[config.mk]
export PLATFORM = sky130hd
export DESIGN_NAME = wave_table_sound_channel_flat
export DESIGN_NICKNAME = d
export VERILOG_FILES = /design/src/wtsc_pkg.sv /design/src/wtsc_ifs.sv /design/src/wtsc_ctrl.sv /design/src/wtsc_dp.sv /design/src/wave_table_sound_channel.sv /design/src/flat_wrapper.sv
export SDC_FILE = /design/constraint.sdc
export NUM_CORES = 1
export LEC_CHECK = 0
export BUFFER_PORTS_ARGS = -buffer_cell sky130_fd_sc_hd__buf_2
export CORE_MARGIN = 3
export CORE_UTILIZATION = 45
export DETAILED_ROUTE_END_ITERATION = 10
export GPL_TIMING_DRIVEN = 1
export PLACE_DENSITY = 0.69
export SYNTH_ARGS = -nofsm -noshare
export SYNTH_HDL_FRONTEND = slang
export SYNTH_SLANG_ARGS = --single-unit
[constraint.sdc]
create_clock -name clock -period 7.6 [get_ports clock]
set_input_delay 1.52 -clock clock [delete_from_list [all_inputs] [get_ports clock]]
set_output_delay 1.52 -clock clock [all_outputs]
set_load 0.02 [all_outputs]
[src/wtsc_pkg.sv]
// package: shared constants, command codes, control struct and period helper
`default_nettype none

package wtsc_pkg;

   localparam int WAVE_ENTRIES = 32;
   localparam int POS_W        = $clog2(WAVE_ENTRIES);

   // item command codes
   localparam logic [2:0] CMD_REG_WRITE = 3'd0;
   localparam logic [2:0] CMD_CYCLES    = 3'd1;
   localparam logic [2:0] CMD_LENGTH    = 3'd2;
   localparam logic [2:0] CMD_RAM_WRITE = 3'd3;
   localparam logic [2:0] CMD_POS_RESET = 3'd4;

   // channel register indexes
   localparam logic [2:0] REG_DAC     = 3'd0;
   localparam logic [2:0] REG_LENGTH  = 3'd1;
   localparam logic [2:0] REG_VOLUME  = 3'd2;
   localparam logic [2:0] REG_FREQ_LO = 3'd3;
   localparam logic [2:0] REG_FREQ_HI = 3'd4;

   localparam logic [12:0] DIV_RESET  = 13'd4096;
   localparam logic [2:0]  VOL_MUTED  = 3'd4;
   localparam logic [8:0]  LEN_FULL   = 9'd256;

   // controller to datapath commands
   typedef struct packed {
      logic apply;    // perform the single-cycle part of the accepted item
      logic step;     // advance the divider by one input clock
      logic capture;  // load the result register
   } ctl_cmd_type;

   // divider period (2048 - f) * 2, written as 4096 - 2f
   function automatic logic [12:0] period_of(input logic [10:0] freq);
      period_of = DIV_RESET - {1'b0, freq, 1'b0};
   endfunction

endpackage

`default_nettype wire

[src/wtsc_ifs.sv]
// interfaces: request and response channels with valid/ready handshake
`default_nettype none

interface wtsc_req_if;
   logic       valid;
   logic       ready;
   logic [2:0] command;
   logic [2:0] reg_select;
   logic [7:0] write_data;
   logic [3:0] cycle_count;
   logic [4:0] ram_index;
   logic [3:0] ram_sample;

   modport source (output valid, command, reg_select, write_data, cycle_count,
                   ram_index, ram_sample, input ready);
   modport sink   (input valid, command, reg_select, write_data, cycle_count,
                   ram_index, ram_sample, output ready);
endinterface

interface wtsc_rsp_if;
   logic       valid;
   logic       ready;
   logic [3:0] sample_out;
   logic       channel_enabled;

   modport source (output valid, sample_out, channel_enabled, input ready);
   modport sink   (input valid, sample_out, channel_enabled, output ready);
endinterface

`default_nettype wire

[src/wtsc_ctrl.sv]
// controller: item sequencing, cycle step counter and result register valid
`default_nettype none

module wtsc_ctrl (
   input  logic                 clock,
   input  logic                 reset,
   input  logic                 req_valid,
   input  logic [2:0]           req_command,
   input  logic [3:0]           req_cycles,
   output logic                 req_ready,
   output logic                 rsp_valid,
   input  logic                 rsp_ready,
   output wtsc_pkg::ctl_cmd_type cmd
);
   import wtsc_pkg::*;

   localparam logic [1:0] ST_IDLE = 2'd0;
   localparam logic [1:0] ST_RUN  = 2'd1;
   localparam logic [1:0] ST_DONE = 2'd2;

   logic [1:0] state_ff, state_in;
   logic [3:0] cnt_ff, cnt_in;
   logic       rsp_valid_ff, rsp_valid_in;
   logic       accept;

   assign req_ready = (state_ff == ST_IDLE);
   assign accept    = req_valid && req_ready;
   assign rsp_valid = rsp_valid_ff;

   always_comb begin
      state_in = state_ff;
      cnt_in   = cnt_ff;
      cmd      = '0;
      case (state_ff)
         ST_IDLE: begin
            if (accept) begin
               cmd.apply = 1'b1;
               cnt_in    = req_cycles;
               if (req_command == CMD_CYCLES && req_cycles != 4'd0) begin
                  state_in = ST_RUN;
               end else begin
                  state_in = ST_DONE;
               end
            end
         end
         ST_RUN: begin
            cmd.step = 1'b1;
            cnt_in   = cnt_ff - 4'd1;
            if (cnt_ff == 4'd1) begin
               state_in = ST_DONE;
            end
         end
         ST_DONE: begin
            if (!rsp_valid_ff || rsp_ready) begin
               cmd.capture = 1'b1;
               state_in    = ST_IDLE;
            end
         end
         default: begin
            state_in = ST_IDLE;
         end
      endcase
   end

   always_comb begin
      if (cmd.capture) begin
         rsp_valid_in = 1'b1;
      end else if (rsp_ready) begin
         rsp_valid_in = 1'b0;
      end else begin
         rsp_valid_in = rsp_valid_ff;
      end
   end

   always_ff @(posedge clock) begin
      if (reset) begin
         state_ff     <= ST_IDLE;
         cnt_ff       <= 4'd0;
         rsp_valid_ff <= 1'b0;
      end else begin
         state_ff     <= state_in;
         cnt_ff       <= cnt_in;
         rsp_valid_ff <= rsp_valid_in;
      end
   end

`ifndef SYNTHESIS
   a_no_accept_while_step: assert property (@(posedge clock) disable iff (reset)
      cmd.step |-> !req_ready)
      else $error("item accepted while divider is stepping");
   a_cycles_enter_run: assert property (@(posedge clock) disable iff (reset)
      (accept && req_command == CMD_CYCLES && req_cycles != 4'd0) |=> state_ff == ST_RUN)
      else $error("cycles item did not start stepping");
   a_capture_sets_valid: assert property (@(posedge clock) disable iff (reset)
      cmd.capture |=> rsp_valid_ff)
      else $error("result capture lost");
   a_one_command: assert property (@(posedge clock) disable iff (reset)
      $onehot0({cmd.apply, cmd.step, cmd.capture}))
      else $error("more than one datapath command");
`endif

endmodule

`default_nettype wire

[src/wtsc_dp.sv]
// datapath: channel registers, wave ram, divider, length counter, result register
`default_nettype none

module wtsc_dp (
   input  logic                  clock,
   input  logic                  reset,
   input  wtsc_pkg::ctl_cmd_type cmd,
   input  logic [2:0]            command,
   input  logic [2:0]            reg_select,
   input  logic [7:0]            write_data,
   input  logic [4:0]            ram_index,
   input  logic [3:0]            ram_sample,
   output logic [3:0]            sample_out,
   output logic                  channel_enabled
);
   import wtsc_pkg::*;

   logic              enabled_ff, enabled_in;
   logic              dac_on_ff, dac_on_in;
   logic [8:0]        length_ff, length_in;
   logic              len_en_ff, len_en_in;
   logic [10:0]       freq_ff, freq_in;
   logic [2:0]        vol_ff, vol_in;
   logic [POS_W-1:0]  pos_ff, pos_in;
   logic [3:0]        buf_ff, buf_in;
   logic [12:0]       div_ff, div_in;
   logic [3:0]        wave_ram [WAVE_ENTRIES];
   logic [3:0]        sample_ff;
   logic              chan_en_ff;

   logic [12:0]       div_dec;
   logic [POS_W-1:0]  pos_inc;
   logic [10:0]       freq_hi_new;
   logic [3:0]        gated;
   logic [3:0]        shifted;

   assign div_dec     = (div_ff != 13'd0) ? div_ff - 13'd1 : div_ff;
   assign pos_inc     = (pos_ff == POS_W'(WAVE_ENTRIES - 1)) ? '0 : pos_ff + 1'b1;
   assign freq_hi_new = {write_data[2:0], freq_ff[7:0]};

   always_comb begin
      enabled_in = enabled_ff;
      dac_on_in  = dac_on_ff;
      length_in  = length_ff;
      len_en_in  = len_en_ff;
      freq_in    = freq_ff;
      vol_in     = vol_ff;
      pos_in     = pos_ff;
      buf_in     = buf_ff;
      div_in     = div_ff;
      if (cmd.apply) begin
         case (command)
            CMD_REG_WRITE: begin
               case (reg_select)
                  REG_DAC: begin
                     dac_on_in = write_data[7];
                     if (!write_data[7]) begin
                        enabled_in = 1'b0;
                     end
                  end
                  REG_LENGTH: begin
                     length_in = LEN_FULL - {1'b0, write_data};
                  end
                  REG_VOLUME: begin
                     // code 0 mutes, codes 1..3 shift by 0..2
                     vol_in = (write_data[6:5] != 2'd0) ?
                              {1'b0, write_data[6:5] - 2'd1} : VOL_MUTED;
                  end
                  REG_FREQ_LO: begin
                     freq_in = {freq_ff[10:8], write_data};
                  end
                  REG_FREQ_HI: begin
                     freq_in   = freq_hi_new;
                     len_en_in = write_data[6];
                     if (write_data[7]) begin
                        div_in = period_of(freq_hi_new);
                        if (length_ff == 9'd0) begin
                           length_in = LEN_FULL;
                        end
                        pos_in = '0;
                        if (dac_on_ff) begin
                           enabled_in = 1'b1;
                        end
                     end
                  end
                  default: begin
                  end
               endcase
            end
            CMD_LENGTH: begin
               if (len_en_ff && length_ff != 9'd0) begin
                  length_in = length_ff - 9'd1;
                  if (length_ff == 9'd1) begin
                     enabled_in = 1'b0;
                  end
               end
            end
            CMD_POS_RESET: begin
               div_in = period_of(freq_ff);
               pos_in = '0;
            end
            default: begin
            end
         endcase
      end else if (cmd.step && enabled_ff) begin
         if (div_dec == 13'd0) begin
            pos_in = pos_inc;
            buf_in = wave_ram[pos_inc];
            div_in = period_of(freq_ff);
         end else begin
            div_in = div_dec;
         end
      end
   end

   always_ff @(posedge clock) begin
      if (reset) begin
         enabled_ff <= 1'b0;
         dac_on_ff  <= 1'b0;
         length_ff  <= 9'd0;
         len_en_ff  <= 1'b0;
         freq_ff    <= 11'd0;
         vol_ff     <= VOL_MUTED;
         pos_ff     <= '0;
         buf_ff     <= 4'd0;
         div_ff     <= DIV_RESET;
      end else begin
         enabled_ff <= enabled_in;
         dac_on_ff  <= dac_on_in;
         length_ff  <= length_in;
         len_en_ff  <= len_en_in;
         freq_ff    <= freq_in;
         vol_ff     <= vol_in;
         pos_ff     <= pos_in;
         buf_ff     <= buf_in;
         div_ff     <= div_in;
      end
   end

   // wave ram, cleared by reset
   always_ff @(posedge clock) begin
      if (reset) begin
         for (int i = 0; i < WAVE_ENTRIES; i++) begin
            wave_ram[i] <= 4'd0;
         end
      end else if (cmd.apply && command == CMD_RAM_WRITE &&
                   {1'b0, ram_index} < 6'(WAVE_ENTRIES)) begin
         wave_ram[ram_index[POS_W-1:0]] <= ram_sample;
      end
   end

   assign gated   = enabled_ff ? buf_ff : 4'd0;
   assign shifted = (vol_ff >= VOL_MUTED) ? 4'd0 : (gated >> vol_ff[1:0]);

   always_ff @(posedge clock) begin
      if (cmd.capture) begin
         sample_ff  <= shifted;
         chan_en_ff <= enabled_ff;
      end
   end

   assign sample_out      = sample_ff;
   assign channel_enabled = chan_en_ff;

endmodule

`default_nettype wire

[src/wave_table_sound_channel.sv]
// top level: wave-table sound channel, controller plus datapath
`default_nettype none

// Wave-table sound channel. Each request transfer carries one command: a
// channel register write, a count of elapsed input clocks, a length clock, a
// wave ram write or a position reset. Every request produces exactly one
// response transfer with the current sample (sample buffer shifted right by
// the volume, zero while the channel is off) and the enabled flag. Requests
// are handled one at a time. A cycles command steps the period divider by
// one input clock per cycle in the datapath, once for each clock that it
// counts, before the result register is loaded; every other command goes
// from its request transfer straight to the result load. Either load waits
// while an earlier response is still unaccepted. A finished response sits
// in an output register, so the next request is taken while it waits for the
// sink. The divider period is (2048 - frequency) * 2; on each divider tick the
// play position advances modulo the wave ram depth and the sample buffer
// reloads. The 32-entry wave ram and all channel state are cleared by reset.
module wave_table_sound_channel (
   input  logic       clock,
   input  logic       reset,
   wtsc_req_if.sink   req_if,
   wtsc_rsp_if.source rsp_if
);
   import wtsc_pkg::*;

   ctl_cmd_type cmd;

   // sequencing: idle, divider stepping, result hand-off
   wtsc_ctrl u_ctrl (
      .clock       (clock),
      .reset       (reset),
      .req_valid   (req_if.valid),
      .req_command (req_if.command),
      .req_cycles  (req_if.cycle_count),
      .req_ready   (req_if.ready),
      .rsp_valid   (rsp_if.valid),
      .rsp_ready   (rsp_if.ready),
      .cmd         (cmd)
   );

   // channel state and result register; item fields are read in the
   // transfer cycle only, when the apply command is issued
   wtsc_dp u_dp (
      .clock           (clock),
      .reset           (reset),
      .cmd             (cmd),
      .command         (req_if.command),
      .reg_select      (req_if.reg_select),
      .write_data      (req_if.write_data),
      .ram_index       (req_if.ram_index),
      .ram_sample      (req_if.ram_sample),
      .sample_out      (rsp_if.sample_out),
      .channel_enabled (rsp_if.channel_enabled)
   );

endmodule

`default_nettype wire
[src/flat_wrapper.sv]
// flat-port wrapper written by rule: the top's interface ports become plain ports
module wave_table_sound_channel_flat import wtsc_pkg::*;
  (clock, reset, req_if_valid, req_if_command, req_if_reg_select, req_if_write_data, req_if_cycle_count, req_if_ram_index, req_if_ram_sample, req_if_ready, rsp_if_valid, rsp_if_sample_out, rsp_if_channel_enabled, rsp_if_ready);
  wtsc_req_if req_if_i ();
  wtsc_rsp_if rsp_if_i ();
  input  logic clock;
  input  logic reset;
  input wire logic [$bits(req_if_i.valid)-1:0] req_if_valid;
  input wire logic [$bits(req_if_i.command)-1:0] req_if_command;
  input wire logic [$bits(req_if_i.reg_select)-1:0] req_if_reg_select;
  input wire logic [$bits(req_if_i.write_data)-1:0] req_if_write_data;
  input wire logic [$bits(req_if_i.cycle_count)-1:0] req_if_cycle_count;
  input wire logic [$bits(req_if_i.ram_index)-1:0] req_if_ram_index;
  input wire logic [$bits(req_if_i.ram_sample)-1:0] req_if_ram_sample;
  output wire logic [$bits(req_if_i.ready)-1:0] req_if_ready;
  output wire logic [$bits(rsp_if_i.valid)-1:0] rsp_if_valid;
  output wire logic [$bits(rsp_if_i.sample_out)-1:0] rsp_if_sample_out;
  output wire logic [$bits(rsp_if_i.channel_enabled)-1:0] rsp_if_channel_enabled;
  input wire logic [$bits(rsp_if_i.ready)-1:0] rsp_if_ready;
  assign req_if_i.valid = req_if_valid;
  assign req_if_i.command = req_if_command;
  assign req_if_i.reg_select = req_if_reg_select;
  assign req_if_i.write_data = req_if_write_data;
  assign req_if_i.cycle_count = req_if_cycle_count;
  assign req_if_i.ram_index = req_if_ram_index;
  assign req_if_i.ram_sample = req_if_ram_sample;
  assign req_if_ready = req_if_i.ready;
  assign rsp_if_valid = rsp_if_i.valid;
  assign rsp_if_sample_out = rsp_if_i.sample_out;
  assign rsp_if_channel_enabled = rsp_if_i.channel_enabled;
  assign rsp_if_i.ready = rsp_if_ready;
  wave_table_sound_channel u_core (.clock(clock), .reset(reset), .req_if(req_if_i), .rsp_if(rsp_if_i));
endmodule
==> insert_results.sql <==
INSERT INTO impl_metrics (metric_group, metric, value, unit) VALUES
('global_routing', 'grt_max_degree', '48', ''),
('setup_path', 'critical_path.top_delay_family', 'simple AND/OR/NAND/NOR gates', ''),
('setup_path', 'crit_path_max_fanout', '47', ''),
('min_path', 'worstHoldEndpoint', 'u_core.u_dp.vol_ff[2]', ''),
('global_routing', 'global_route.peak_usage_layer', 'met2', ''),
('global_routing', 'grt_pass1_wl', '35470', 'µm'),
('global_routing', 'grtUsageMet2', '0.3238', ''),
('cts', 'cts_inserted_buffers', '17', ''),
('floorplan', 'std_cell_rows', '53', ''),
('min_path', 'hold_path.startpoint', 'u_core.u_dp.vol_ff[2]', ''),
('global_routing', 'antenna_found_initial', '0', ''),
('floorplan', 'die_footprint', '23900', 'µm²'),
('power_and_ir_drop', 'leakage', '0.003849', 'µW'),
('finish', 'fin_nets', '947', ''),
('timing', 'rsz_0062_raised_after_global_routing', 'no', ''),
('timing', 'layout_min_cycle_time', '4.302', 'ns'),
('synth', 'synthDistinctLibCells', '65', ''),
('setup_path', 'regToRegSetupSlack', '3.96', 'ns'),
('synth', 'yosys.area.top_type_share', '0.4020', ''),
('cts', 'cts_max_path_buffers', '2', ''),
('timing', 'hold_ws', '0.4863', 'ns'),
('cts', 'htree_levels', '4', ''),
('min_path', 'timing.hold.worst.class', 'register to register', ''),
('global_routing', 'gr-total-overflow', '0', ''),
('timing', 'tightest_slew', '1.135', 'ns'),
('global_routing', 'first_global_vias', '6776', ''),
('status', 'status', 'completed', ''),
('synth', 'synth_top_cells_by_area', 'sky130_fd_sc_hd__edfxtp_1 40%, sky130_fd_sc_hd__dfxtp_1 11%, sky130_fd_sc_hd__mux4_2 8.2%', ''),
('synth', 'synth-edff-count', '133', ''),
('global_routing', 'met3_usage', '0.03190', ''),
('synth', 'ys_warn_count', '0', ''),
('finish', 'area_added_between_synthesis_and_finish', '8.716', '%'),
('setup_path', 'worst_ep_arrival_time', '4.38', 'ns'),
('routing', 'ant_nets', '0', ''),
('setup_path', 'critical_path.cell_chain', 'buf_2, buf_4, nor4bb_1, nand4b_1, o21ai_0', ''),
('global_routing', 'grt_util_met1', '0.2421', ''),
('synth', 'syn_nets', '947', ''),
('synth', 'synth_sequential_area_ratio', '0.5128', ''),
('routing', 'drt_iter0_drc', '570', ''),
('synth', 'synth_top_area_cell', 'sky130_fd_sc_hd__edfxtp_1', ''),
('floorplan', 'start_util', '0.4653', ''),
('place', 'hpwlAfterDp', '14620', 'µm'),
('routing', 'detail_route.wirelength', '22100', 'µm'),
('routing', 'remaining_drc_errors', '0', ''),
('finish', 'diodes', '0', ''),
('setup_path', 'critical_path_cell_count', '5', ''),
('cts', 'cts.clk_slew.worst_paths', '0.08', 'ns'),
('routing', 'via_per_inst', '5.799', ''),
('cts', 'ctsHoldBuffers', '0', ''),
('timing', 'finalHoldViolCount', '0', ''),
('floorplan', 'horizontal_die_dimension', '154.6', 'µm'),
('synth', 'synth_flop_cell', 'sky130_fd_sc_hd__edfxtp_1', ''),
('cts', 'clock_sinks', '188', ''),
('power_and_ir_drop', 'pwr_density_cell', '202.3', 'nW/µm²'),
('floorplan', 'die_y', '154.6', 'µm'),
('setup_path', 'setup.worst_path.start_class', 'input port', ''),
('power_and_ir_drop', 'max_rail_drop_vdd', '0.1295', 'mV'),
('finish', 'drive_gt1_frac', '0.1407', ''),
('place', 'port_buffers', '37', ''),
('synth', 'synth.most_common_cell', 'sky130_fd_sc_hd__edfxtp_1', ''),
('setup_path', 'path_class', 'input port to register', ''),
('timing', 'setup_tns', '0', 'ns'),
('timing', 'period_share', '0.5661', ''),
('synth', 'syn_inst', '906', ''),
('routing', 'post_drt_wl_per_cell', '18.54', 'µm'),
('floorplan', 'core_box_area', '21350', 'µm²'),
('routing', 'drt-pass1-iter-count', '5', ''),
('min_path', 'worstHoldPathCells', '2', ''),
('timing', 'max_freq', '232.4', 'MHz'),
('synth', 'ys_seq_elements', '188', ''),
('timing', 'final.setup_skew', '0.01284', 'ns');
[through the flow]
| stage | std cells | utilization | power, µW | area, µm² | worst slack [ns] |
|---|---|---|---|---|---|
| final | 1192 | 0.5058 | 2185 | 10800 | 3.298 |
| after global routing | 1192 | 0.5058 | 2266 | 10800 | 3.251 |
| after CTS | 1192 | 0.5058 | 2194 | 10800 | 3.360 |
| after detailed placement | 1162 | 0.4800 | 1352 | 10250 | 2.905 |
| after global placement | 1162 | 0.4800 | 1348 | 10250 | 3.009 |
| after floorplan | 906 | - | 1295 | 9935 | 3.955 |
[placed cells by master, fill, tap and decap left out, types with 7 or more instances in the layout]
cell and count:
sky130_fd_sc_hd__xor2_1 7, sky130_fd_sc_hd__nand2_1 39, sky130_fd_sc_hd__ha_1 10, sky130_fd_sc_hd__buf_4 7
sky130_fd_sc_hd__a211oi_1 8, sky130_fd_sc_hd__nor2_1 93, sky130_fd_sc_hd__and2_1 128, sky130_fd_sc_hd__a22oi_1 8
sky130_fd_sc_hd__nand3_1 18, sky130_fd_sc_hd__clkbuf_16 17, sky130_fd_sc_hd__or3_1 8, sky130_fd_sc_hd__edfxtp_1 133
sky130_fd_sc_hd__nor4_1 15, sky130_fd_sc_hd__mux4_2 36, sky130_fd_sc_hd__o21ai_0 60, sky130_fd_sc_hd__nor3_1 23
sky130_fd_sc_hd__mux2i_1 27, sky130_fd_sc_hd__buf_2 37, sky130_fd_sc_hd__nand2b_1 9, sky130_fd_sc_hd__xnor2_1 11
sky130_fd_sc_hd__dfxtp_1 55, sky130_fd_sc_hd__a21oi_1 41, sky130_fd_sc_hd__nor2b_1 7, sky130_fd_sc_hd__inv_1 16
[cell type report]
| class | instances | area, µm² |
|---|---|---|
| Clock buffer | 17 | 425.4 |
| Timing Repair Buffer | 44 | 237.7 |
| Fill cell | 1910 | 10550 |
| Inverter | 16 | 60.06 |
| Clock inverter | 13 | 126.4 |
| Tap cell | 275 | 344.1 |
| Sequential cell | 188 | 5095 |
| Multi-Input combinational cell | 639 | 4512 |
[worst max-delay path by stage]
stage	endpoint	startpoint
after detailed placement	u_core.u_dp.wave_ram[30][0]	reset
after global placement	u_core.u_dp.wave_ram[30][1]	reset
after global routing	u_core.u_dp.wave_ram[10][0]	reset
final	u_core.u_dp.wave_ram[30][0]	reset
after CTS	u_core.u_dp.wave_ram[30][3]	reset
after floorplan	u_core.u_dp.wave_ram[0][0]	req_if_valid
[registers in the layout, indices dropped and copies added, names as in the netlist, 2 cells and up]
name                    count
u_core.u_dp.freq_ff        11
u_core.u_dp.length_ff       9
u_core.u_ctrl.cnt_ff        4
u_core.u_dp.sample_out      4
u_core.u_dp.buf_ff          4
u_core.u_ctrl.state_ff      2
u_core.u_dp.wave_ram      128
u_core.u_dp.vol_ff          3
u_core.u_dp.pos_ff          5
u_core.u_dp.div_ff         13
[where the power goes]
part           internal, µW  leakage (µW)  switching (µW)
clock network           431      0.000267             423
registers              1130       0.00181            18.0
logic                  67.5       0.00177             120
total                  1620       0.00385             561
[routing by layer]
layer / share of wire / up-vias
met1: 0.44 / 3374
met3: 0.044 / 33
li1: - / 3343
met2: 0.50 / 162
met4: 0.020 / 0
met5: 0 / -
[worst register-to-register path: cells and delay by family (launching register included)]
kind | cells | cell delay (ns)
AND/OR/NAND/NOR | 2 | 1.36
multiplexers | 1 | 0.31
adder cells (fa/ha/maj) | 1 | 0.17
flip-flops | 1 | 0.37
AO/OA/AOI/OAI | 4 | 1.20
buffers and inverters | 1 | 0.12
[kinds of logic (layout without fill, tap and decap cells)]
kind of cell | after synthesis | after routing | synth area share
compound gates | 170 | 170 | 0.1078
fa+ha+maj | 10 | 10 | 0.01259
buf+inv | 79 | 90 | 0.03451
simple gates | 376 | 376 | 0.2053
flops | 188 | 188 | 0.5128
mux | 65 | 65 | 0.1111
xor+xnor | 18 | 18 | 0.01587
Note: power is estimated with default switching activity, not from simulation.
